File: src/rbr_pkg.sv
// Shared types and constants for the 4-bit packed-pixel raster-op blitter row core.
`timescale 1ns / 1ps

package rbr_pkg;

    // Fixed field widths
    localparam int unsigned PIX_BYTE_W  = 8;
    localparam int unsigned WIDTH_REG_W = 13;
    localparam int unsigned CFG_IDX_W   = 8;

    // Edge masks
    localparam logic [7:0] MASK_LOW_NIBBLE  = 8'h0F;
    localparam logic [7:0] MASK_HIGH_NIBBLE = 8'hF0;
    localparam logic [7:0] MASK_FULL        = 8'hFF;

    // Edge table: indexed by pixel offset into the byte (0, 1, 2 or more)
    localparam logic [7:0] EDGE_TABLE [3] = '{8'hFF, 8'h0F, 8'h00};

    // Raster operations
    typedef enum logic [1:0] {
        ROP_COPY = 2'd0,
        ROP_OR   = 2'd1,
        ROP_AND  = 2'd2,
        ROP_XOR  = 2'd3
    } rop_t;

    // Configuration register indexes
    localparam logic [CFG_IDX_W-1:0] CFG_RASTER_OP  = 8'd0;
    localparam logic [CFG_IDX_W-1:0] CFG_SRC_OFFSET = 8'd1;
    localparam logic [CFG_IDX_W-1:0] CFG_DST_OFFSET = 8'd2;
    localparam logic [CFG_IDX_W-1:0] CFG_WIDTH      = 8'd3;

    // Configuration bundle
    typedef struct packed {
        rop_t                   raster_op;
        logic                   src_nibble_offset;
        logic                   dst_nibble_offset;
        logic [WIDTH_REG_W-1:0] width_pixels;
    } cfg_t;

    // Input beat
    typedef struct packed {
        logic [PIX_BYTE_W-1:0] src_first_byte;
        logic [PIX_BYTE_W-1:0] src_second_byte;
        logic [PIX_BYTE_W-1:0] old_dest_byte;
    } in_beat_t;

    // Result beat
    typedef struct packed {
        logic [PIX_BYTE_W-1:0] new_dest_byte;
        logic [PIX_BYTE_W-1:0] byte_mask;
        logic                  row_end;
    } out_beat_t;

    // Edge information for one destination byte
    typedef struct packed {
        logic [PIX_BYTE_W-1:0] mask;
        logic                  last;
    } edge_info_t;

endpackage

File: src/packed4_rop_blit_row.sv
// Top level of the 4-bit packed-pixel raster-op blitter row core.
`timescale 1ns / 1ps

// Takes one destination byte of a blit row per beat: two consecutive source
// bytes and the old destination byte. Returns the new destination byte, the
// edge mask applied and a row-end flag. One beat is accepted every cycle
// unless the output register is full and stalled; an accepted beat sits in
// the input stage register and its result moves into the output register
// once that register is free or draining. The row position advances when
// a beat is accepted, so beats must be fed in row order. Configuration
// writes are always accepted and any write to a listed register starts a
// new row; write only while no beat is in flight. Widths above MAX_WIDTH
// are clamped.
module packed4_rop_blit_row
#(
    parameter int unsigned MAX_WIDTH = 4096
)
(
    input  logic                            clk,
    input  logic                            rst_n,
    input  logic                            in_valid,
    output logic                            in_ready,
    input  rbr_pkg::in_beat_t               in_data,
    output logic                            out_valid,
    input  logic                            out_ready,
    output rbr_pkg::out_beat_t              out_data,
    input  logic                            cfg_valid,
    output logic                            cfg_ready,
    input  logic [rbr_pkg::CFG_IDX_W-1:0]   cfg_index,
    input  logic [rbr_pkg::WIDTH_REG_W-1:0] cfg_data
);
    import rbr_pkg::*;

    cfg_t       cfg;
    logic       cfg_write;
    logic       in_take;
    logic       stage_move;
    edge_info_t edge_info;
    out_beat_t  result;

    logic       stage_valid_reg;
    in_beat_t   stage_beat_reg;
    edge_info_t stage_edge_reg;
    logic       out_valid_reg;
    out_beat_t  out_beat_reg;

    rbr_cfg_regs u_cfg
    (
        .clk       (clk),
        .rst_n     (rst_n),
        .cfg_valid (cfg_valid),
        .cfg_ready (cfg_ready),
        .cfg_index (cfg_index),
        .cfg_data  (cfg_data),
        .cfg       (cfg),
        .cfg_write (cfg_write)
    );

    rbr_edge_gen #(.MAX_WIDTH(MAX_WIDTH)) u_edge
    (
        .clk       (clk),
        .rst_n     (rst_n),
        .cfg       (cfg),
        .cfg_write (cfg_write),
        .advance   (in_take),
        .edge_info (edge_info)
    );

    rbr_rop u_rop
    (
        .cfg       (cfg),
        .beat      (stage_beat_reg),
        .edge_info (stage_edge_reg),
        .result    (result)
    );

    // Handshake: the stage moves when the output register is free or draining
    assign stage_move = stage_valid_reg && (!out_valid_reg || out_ready);
    assign in_ready   = !stage_valid_reg || stage_move;
    assign in_take    = in_valid && in_ready;

    // Input stage register
    always_ff @(posedge clk or negedge rst_n)
    begin
        if (!rst_n)
            stage_valid_reg <= 1'b0;
        else if (in_ready)
            stage_valid_reg <= in_valid;
    end

    always_ff @(posedge clk)
    begin
        if (in_take)
        begin
            stage_beat_reg <= in_data;
            stage_edge_reg <= edge_info;
        end
    end

    // Output register
    always_ff @(posedge clk or negedge rst_n)
    begin
        if (!rst_n)
            out_valid_reg <= 1'b0;
        else if (!out_valid_reg || out_ready)
            out_valid_reg <= stage_valid_reg;
    end

    always_ff @(posedge clk)
    begin
        if (stage_move)
            out_beat_reg <= result;
    end

    assign out_valid = out_valid_reg;
    assign out_data  = out_beat_reg;

endmodule

File: src/rbr_cfg_regs.sv
// Configuration register file of the blitter row core.
`timescale 1ns / 1ps

module rbr_cfg_regs
(
    input  logic                          clk,
    input  logic                          rst_n,
    input  logic                          cfg_valid,
    output logic                          cfg_ready,
    input  logic [rbr_pkg::CFG_IDX_W-1:0] cfg_index,
    input  logic [rbr_pkg::WIDTH_REG_W-1:0] cfg_data,
    output rbr_pkg::cfg_t                 cfg,
    output logic                          cfg_write
);
    import rbr_pkg::*;

    cfg_t cfg_reg;

    // Always take configuration beats
    assign cfg_ready = 1'b1;

    // A write to any listed register restarts the row
    always_comb
    begin
        unique case (cfg_index)
            CFG_RASTER_OP, CFG_SRC_OFFSET, CFG_DST_OFFSET, CFG_WIDTH:
                cfg_write = cfg_valid;
            default:
                cfg_write = 1'b0;
        endcase
    end

    // Update the addressed register
    always_ff @(posedge clk or negedge rst_n)
    begin
        if (!rst_n)
        begin
            cfg_reg.raster_op         <= ROP_COPY;
            cfg_reg.src_nibble_offset <= 1'b0;
            cfg_reg.dst_nibble_offset <= 1'b0;
            cfg_reg.width_pixels      <= WIDTH_REG_W'(1);
        end
        else if (cfg_valid)
        begin
            unique case (cfg_index)
                CFG_RASTER_OP:  cfg_reg.raster_op         <= rop_t'(cfg_data[1:0]);
                CFG_SRC_OFFSET: cfg_reg.src_nibble_offset <= cfg_data[0];
                CFG_DST_OFFSET: cfg_reg.dst_nibble_offset <= cfg_data[0];
                CFG_WIDTH:      cfg_reg.width_pixels      <= cfg_data;
                default:        cfg_reg                   <= cfg_reg;
            endcase
        end
    end

    assign cfg = cfg_reg;

endmodule

File: src/rbr_edge_gen.sv
// Row byte counter and edge mask generation.
`timescale 1ns / 1ps

module rbr_edge_gen
#(
    parameter int unsigned MAX_WIDTH = 4096
)
(
    input  logic                   clk,
    input  logic                   rst_n,
    input  rbr_pkg::cfg_t          cfg,
    input  logic                   cfg_write,
    input  logic                   advance,
    output rbr_pkg::edge_info_t    edge_info
);
    import rbr_pkg::*;

    localparam int unsigned COL_W  = $clog2(MAX_WIDTH / 2 + 1);
    localparam int unsigned SPAN_W = WIDTH_REG_W + 1;
    localparam int unsigned CMP_W  = (COL_W + 1 > SPAN_W) ? COL_W + 1 : SPAN_W;
    localparam logic [31:0] MAX_WIDTH_W = 32'(MAX_WIDTH);

    logic [COL_W-1:0]       column_reg;
    logic [COL_W-1:0]       column_next;
    logic [WIDTH_REG_W-1:0] eff_width;
    logic [SPAN_W-1:0]      span;
    logic [SPAN_W-1:0]      nbytes;
    logic                   single_byte;
    logic                   last;
    logic [1:0]             hi_idx;
    logic [7:0]             mask;

    // Clamp the width and size the row in bytes
    always_comb
    begin
        if (32'(cfg.width_pixels) > MAX_WIDTH_W)
            eff_width = WIDTH_REG_W'(MAX_WIDTH);
        else
            eff_width = cfg.width_pixels;
        span        = SPAN_W'(eff_width) + SPAN_W'(cfg.dst_nibble_offset);
        nbytes      = SPAN_W'(((SPAN_W + 1)'(span) + (SPAN_W + 1)'(1)) >> 1);
        single_byte = (nbytes <= SPAN_W'(1));
        last        = (CMP_W'(column_reg) + CMP_W'(1)) >= CMP_W'(nbytes);
        hi_idx      = (span > SPAN_W'(2)) ? 2'd2 : span[1:0];
    end

    // Pick the edge mask for the current byte
    always_comb
    begin
        priority if (single_byte)
            mask = EDGE_TABLE[{1'b0, cfg.dst_nibble_offset}] & ~EDGE_TABLE[hi_idx];
        else if ((column_reg == '0) && cfg.dst_nibble_offset)
            mask = MASK_LOW_NIBBLE;
        else if (last && span[0])
            mask = MASK_HIGH_NIBBLE;
        else
            mask = MASK_FULL;
    end

    // Advance the column, wrapping at the row end; a configuration write restarts it at zero
    always_comb
    begin
        priority if (cfg_write)
            column_next = '0;
        else if (advance)
            column_next = last ? '0 : column_reg + COL_W'(1);
        else
            column_next = column_reg;
    end

    always_ff @(posedge clk or negedge rst_n)
    begin
        if (!rst_n)
            column_reg <= '0;
        else
            column_reg <= column_next;
    end

    assign edge_info.mask = mask;
    assign edge_info.last = last;

endmodule

File: src/rbr_rop.sv
// Source alignment and masked raster operation on one destination byte.
`timescale 1ns / 1ps

module rbr_rop
(
    input  rbr_pkg::cfg_t       cfg,
    input  rbr_pkg::in_beat_t   beat,
    input  rbr_pkg::edge_info_t edge_info,
    output rbr_pkg::out_beat_t  result
);
    import rbr_pkg::*;

    logic [7:0] data;
    logic [7:0] mask;
    logic [7:0] old;
    logic [7:0] value;

    // Shift the source by a nibble when the offsets differ
    always_comb
    begin
        mask = edge_info.mask;
        old  = beat.old_dest_byte;
        if (cfg.src_nibble_offset != cfg.dst_nibble_offset)
            data = {beat.src_first_byte[3:0], beat.src_second_byte[7:4]};
        else
            data = beat.src_first_byte;
    end

    // Combine with the old destination under the mask
    always_comb
    begin
        unique case (cfg.raster_op)
            ROP_COPY: value = (data & mask) | (old & ~mask);
            ROP_OR:   value = old | (data & mask);
            ROP_AND:  value = old & (data | ~mask);
            ROP_XOR:  value = old ^ (data & mask);
            default:  value = old;
        endcase
    end

    assign result.new_dest_byte = value;
    assign result.byte_mask     = mask;
    assign result.row_end       = edge_info.last;

endmodule

File: config.mk
export PLATFORM = sky130hd
export DESIGN_NAME = packed4_rop_blit_row
export DESIGN_NICKNAME = d
export VERILOG_FILES = /design/src/rbr_pkg.sv /design/src/packed4_rop_blit_row.sv /design/src/rbr_cfg_regs.sv /design/src/rbr_edge_gen.sv /design/src/rbr_rop.sv
export SDC_FILE = /design/constraint.sdc
export NUM_CORES = 1
export LEC_CHECK = 0
export BUFFER_PORTS_ARGS = -buffer_cell sky130_fd_sc_hd__buf_2
export CAP_MARGIN = 20
export CORE_MARGIN = 3
export CORE_UTILIZATION = 50
export DETAILED_ROUTE_END_ITERATION = 7
export PLACE_DENSITY = 0.82
export SLEW_MARGIN = 10
export SYNTH_ARGS = -nofsm -noshare
export SYNTH_HDL_FRONTEND = slang
export SYNTH_HIERARCHICAL = 1
export SYNTH_SLANG_ARGS = --single-unit
export TNS_END_PERCENT = 50
File: constraint.sdc
create_clock -name clk -period 5 [get_ports clk]
set_input_delay 0.25 -clock clk [delete_from_list [all_inputs] [get_ports clk]]
set_output_delay 0.25 -clock clk [all_outputs]
set_load 0.02 [all_outputs]
Yosys cells after proc, flatten, opt, wreduce, memory -nomap -nowiden

Cells that the tools add are included.

Flip-flop bits (word level): 81
Latch bits: 0
Memory bits (writable): 0
Memory bits (read-only): 0
Bits of input ports: 50
Output and inout bits: 20
Word-level logic and storage cells: 78
Memories kept: 0

Add/sub/neg operators: 4
Multiply operators: 0
Divide/modulo/power cells: 0
Order comparisons: 6
Equality and inequality tests: 7
Shift operators: 0
Multiplexer cells: 17
Bitwise logic cells: 12
Reductions and logical operators: 17

Operator list:

| kind                                                           | count |
|---|---|
| 2-to-1 mux 8 bit                                               | 7 |
| 2-to-1 mux 12 bit                                              | 3 |
| AND 8 bit                                                      | 4 |
| binary-select mux 8 bit (select 2 bit)                         | 2 |
| one-hot mux 8 bit (4 select lines)                             | 1 |
| OR 8 bit                                                       | 3 |
| == test 8 x 2 -> 1 bit, second input constant                  | 2 |
| inverter 8 bit                                                 | 2 |
| adder 14 x 1 -> 15 bit, second input constant                  | 1 |
| adder 13 x 1 -> 14 bit                                         | 1 |
| greater-or-equal comparator 14 bit                             | 1 |
| greater-than comparator 14 x 2 -> 1 bit, second input constant | 1 |
| <= comparator 14 x 1 -> 1 bit, second input constant           | 1 |
| adder 12 x 1 -> 13 bit, second input constant                  | 1 |
| greater-than comparator 13 bit, second input constant          | 1 |
| 2-to-1 mux 13 bit                                              | 1 |
| adder 12 x 1 -> 12 bit, second input constant                  | 1 |
| logical NOT 12 bit                                             | 1 |
| == test 8 x 1 -> 1 bit, second input constant                  | 1 |
| logical NOT 8 bit                                              | 1 |
| AND reduction 2 bit                                            | 4 |
| bitwise XOR 8 bit                                              | 1 |
| greater-or-equal comparator 3 bit, second input constant       | 2 |
| == test 2 bit, second input constant                           | 2 |
| other kinds (13)                                               | 18 |

Longest topological paths before layout

Word-level depth: 12
Mapped depth: 20
Gate-level depth less buffers: 17

Modules after synthesis

Netlist, hierarchy kept.

By module, submodules not included:

| module               | instances | cells an instance | area each (µm²) | seq. area each (µm²) |
|---|---|---|---|---|
| rbr_edge_gen         | 1         | 263               | 1953.1          | 300.3 |
| packed4_rop_blit_row | 1         | 58                | 1605.3          | 1551.5 |
| rbr_cfg_regs         | 1         | 45                | 767.0           | 426.7 |
| rbr_rop              | 1         | 83                | 525.5           | 0.0 |

Least setup slack after synthesis

OpenSTA, ideal clock, no wires.

Path kind: register to register
From: reg u_cfg.cfg_reg, in the netlist u_cfg/cfg[12]
To: reg stage_edge_reg[2] in the netlist's numbering (data pin)
Arrival: 4.016 ns
Data required time: 4.873 ns
Slack: 0.857 ns
Stages on the path, launching flop included: 20
Cells stage by stage: dfrtp_1 > buf_2 > nor2b_1 > ha_1 > ha_1 > buf_2 > nand4_1 > or3_1 > a21oi_2 > nand3b_2 > or4_1 > nor2_1 > xor2_1 > ha_1 > a2111oi_0 > o21ai_0 > a41oi_1 > nor4_1 > mux2i_1 > buf_4

RTL lines:

| element                  | RTL line                   | text |
|---|---|---|
| start: declaration       | rbr_cfg_regs.sv:17         | `cfg_t cfg_reg;` |
| start signal: assignment | rbr_cfg_regs.sv:50         | `default: cfg_reg <= cfg_reg;` |
| end signal: assignment   | packed4_rop_blit_row.sv:96 | `stage_edge_reg <= edge_info;` |
| end: declaration         | packed4_rop_blit_row.sv:43 | `edge_info_t stage_edge_reg;` |

Worst setup path after layout

From: reg u_cfg.cfg_reg, in the netlist u_cfg/cfg[0]
To: reg stage_edge_reg[4] in the netlist's numbering (data pin)

Cells in the longest elaborated chain, start to end: 12
Elaborated cells on any way between the ends: 18
Those cells by class: add/sub: 2; order compare: 4; mux: 8; bitwise: 3; reduce/logical: 1

RTL lines:

| element                                                        | RTL line           | text |
|---|---|---|
| greater-than comparator 13 bit                                 | rbr_edge_gen.sv:36 | `if (32'(cfg.width_pixels) > MAX_WIDTH_W)` |
| 2-to-1 mux 13 bit *                                            | rbr_edge_gen.sv:36 |  |
| adder 13 x 1 -> 14 bit *                                       | rbr_edge_gen.sv:40 | `span = SPAN_W'(eff_width) + SPAN_W'(cfg.dst_nibble_offset);` |
| branches (longest 8 deep; another with adder 14 x 1 -> 15 bit) | -                  |  |
| 2-to-1 mux 8 bit *                                             | rbr_edge_gen.sv:50 | `priority if (single_byte)` |

Every way passes the cells marked *. The select of a mux whose other input is x is not followed.
A chain may end at the register's enable or synchronous reset.

==> run metrics <==
status finished, final reports clean; pin slew with the least headroom to its limit 0.800 ns; Setup WS pre-CTS 0.638 ns; Mapped Nets 513; synthesis-to-finish area growth 11.2%; Inserted Clock Buffers 9; DIE WIDTH 103 um; Hold Crit Start in_data[21]; root buffer cell clkbuf_8; initial core utilization 53.0%; reg2reg path depth 16; Max Cap Viol 0; reg-to-reg setup timing slack 0.61 ns; ANT cells 0; CORE AREA 8930 sq um; Cells after Synth 445; crit path kind reg -> reg; Seq pwr share 49.7%; Final period util 87.8%; P_sw 0.506 mW; cell family with most CP delay simple AND/OR/NAND/NOR gates; fmax 228 MHz; vias in the first global route 3382; Slew Limit Fails 0; layout cells sized above 1 23.8%; max incr delay on CP 0.55 ns; row count 34; slew margin rel. 46.5%; most frequent cells in the layout 64 x buf_2, 47 x nand2_1, 46 x edfxtp_1; Comb pwr share 21.5%; final hold violations 0; largest net degree at the start of global routing 32; Hold Path Stages 1; CP Capture Type flop; Leak Pwr 2.37 nW; Max rail drop VDD 0.141 mV; drt drc 0; reg2reg start u_cfg/cfg[0]; global placer's final weighted congestion 0.949; worst hold endpoint stage_beat_reg[21]; later-pin clock latency in the skew report 0.35 ns; clock share of power 28.9%; Sink Count 77; clock slew at reported path FFs 0.08 ns; critical path's slowest cell dfstp_2; worst path bufs/invs 0; TritonCTS clock tree built; minimum clock period 4.39 ns; die height 103 um; nature of the critical path startpoint flop; hold slack 0.0720 ns; multi-input combinational cell area 2310 sq um; Max FO, Critical Path 5; # fillers 724; H-tree levels 3; Net Sw Frac 30.4%; worst path arrival time 4.52 ns; GRT Overall Usage 18.1%; Ys Warns 6; Setup Buffers After CTS 0; capturing point of the worst reg2reg path stage_edge_reg[4]; Mapped Area 4730 sq um; Worst Path Required 5.13 ns; deepest clock path buffer count 2; Setup Skew 0.0138 ns; first-pass GRT wire length 15300 um; average routed wire per standard cell 15.9 um; Overflow after GRT 0; Post-DRT Antenna Nets 0; CP cell instances nor2b_1 > ha_1 > ha_1 > nand4_1 > or3_1 > a21oi_2 > nand3b_2 > or4_1 > nor2_1 > xor2_1 > ha_1 > a2111oi_0 > o21ai_0 > a41oi_1 > nor4_1 > mux2i_1; max FFs per register 20; Total Wirelength 9730 um; PwrDens 316 nW/um^2; # IOs 70; Vias 3568; DRT iter0 DRCs 184; hold crit path type in -> reg; DIE AREA 10700 sq um; port bufs 64; initial antenna violation count 0; CP most frequent cell ha_1; drt pass-1 iters 5; total negative setup slack 0 ns; RSZ-0062 raised after global routing no; Setup WS post-layout 0.612 ns; syn avg cell area 10.6 sq um; HPWL after DPL 7280 um; most common cell after layout, fill and taps aside buf_2; # setup viols final 0; Reg area 2160 sq um; final net count 567; via/cell ratio 5.83; Power Internal 1.15 mW
worst register-to-register path: cells and delay by family (launching register included):
family                     cells  cell delay (ns)
AOI/OAI and AO/OA              4             1.03
xor gates and xnor gates       1             0.09
adders and majority gates      3             0.78
DFF                            1             0.55
muxes                          1             0.29
and+or+nand+nor                7             1.44
layer usage:
metal / share of wire (%) / vias to the layer above / wire, um / GRT usage, %
li1: - / 1702 / - / -
met4: 1.2 / 0 / 119 / 3.78
met3: 5.7 / 16 / 558 / 4.56
met1: 41 / 1725 / 4040 / 21.9
met2: 52 / 125 / 5020 / 32.5
met5: 0 / - / 0 / 0
what timing repair did:
| item | CTS | global route |
|---|---|---|
| hold buffers | 1 | 0 |
| gates resized for setup | 0 | 0 |
| hold endpoints to repair | 30 | 0 |
area by class of cell:
type | instances | area share [%]
clock buffers | 9 | 2.36
clock inverters | 7 | 1.52
inverters | 21 | 1.50
multi-input cells | 319 | 43.9
flip-flops and latches | 77 | 41.0
well taps | 108 | 2.57
repair buffers | 71 | 7.14
power groups by stage:
stage | Combinational [mW] | Sequential [mW] | Clock, mW
floorplan | 0.284 | 0.842 | 0
global placement | 0.337 | 0.832 | 0
detailed placement | 0.355 | 0.837 | 0
CTS | 0.359 | 0.824 | 0.494
global route | 0.396 | 0.837 | 0.516
finish | 0.357 | 0.825 | 0.479
metrics by stage:
stage	cells	total power, mW	utilization (%)	instance area [sq um]
floorplan	445	1.13	-	4730
detailed placement	595	1.19	56.5	5040
global route	612	1.75	58.9	5260
finish	612	1.66	58.9	5260
CTS	612	1.68	58.9	5260
global placement	595	1.17	56.5	5040
how the worst max path moves through the flow:
stage,startpoint,endpoint,slack [ns],cells past startpoint
6_report,u_cfg/cfg[0],stage_edge_reg[4],0.61,16
5_1_grt,u_cfg/cfg[0],stage_edge_reg[4],0.22,16
3_5_place_dp,u_cfg/cfg[0],stage_edge_reg[2],0.64,16
4_1_cts,u_cfg/cfg[0],stage_edge_reg[4],0.60,16
2_1_floorplan,u_cfg/cfg[12],stage_edge_reg[2],0.86,19
3_3_place_gp,u_cfg/cfg[0],stage_edge_reg[2],0.75,16
(Power assumes the default switching activity.)
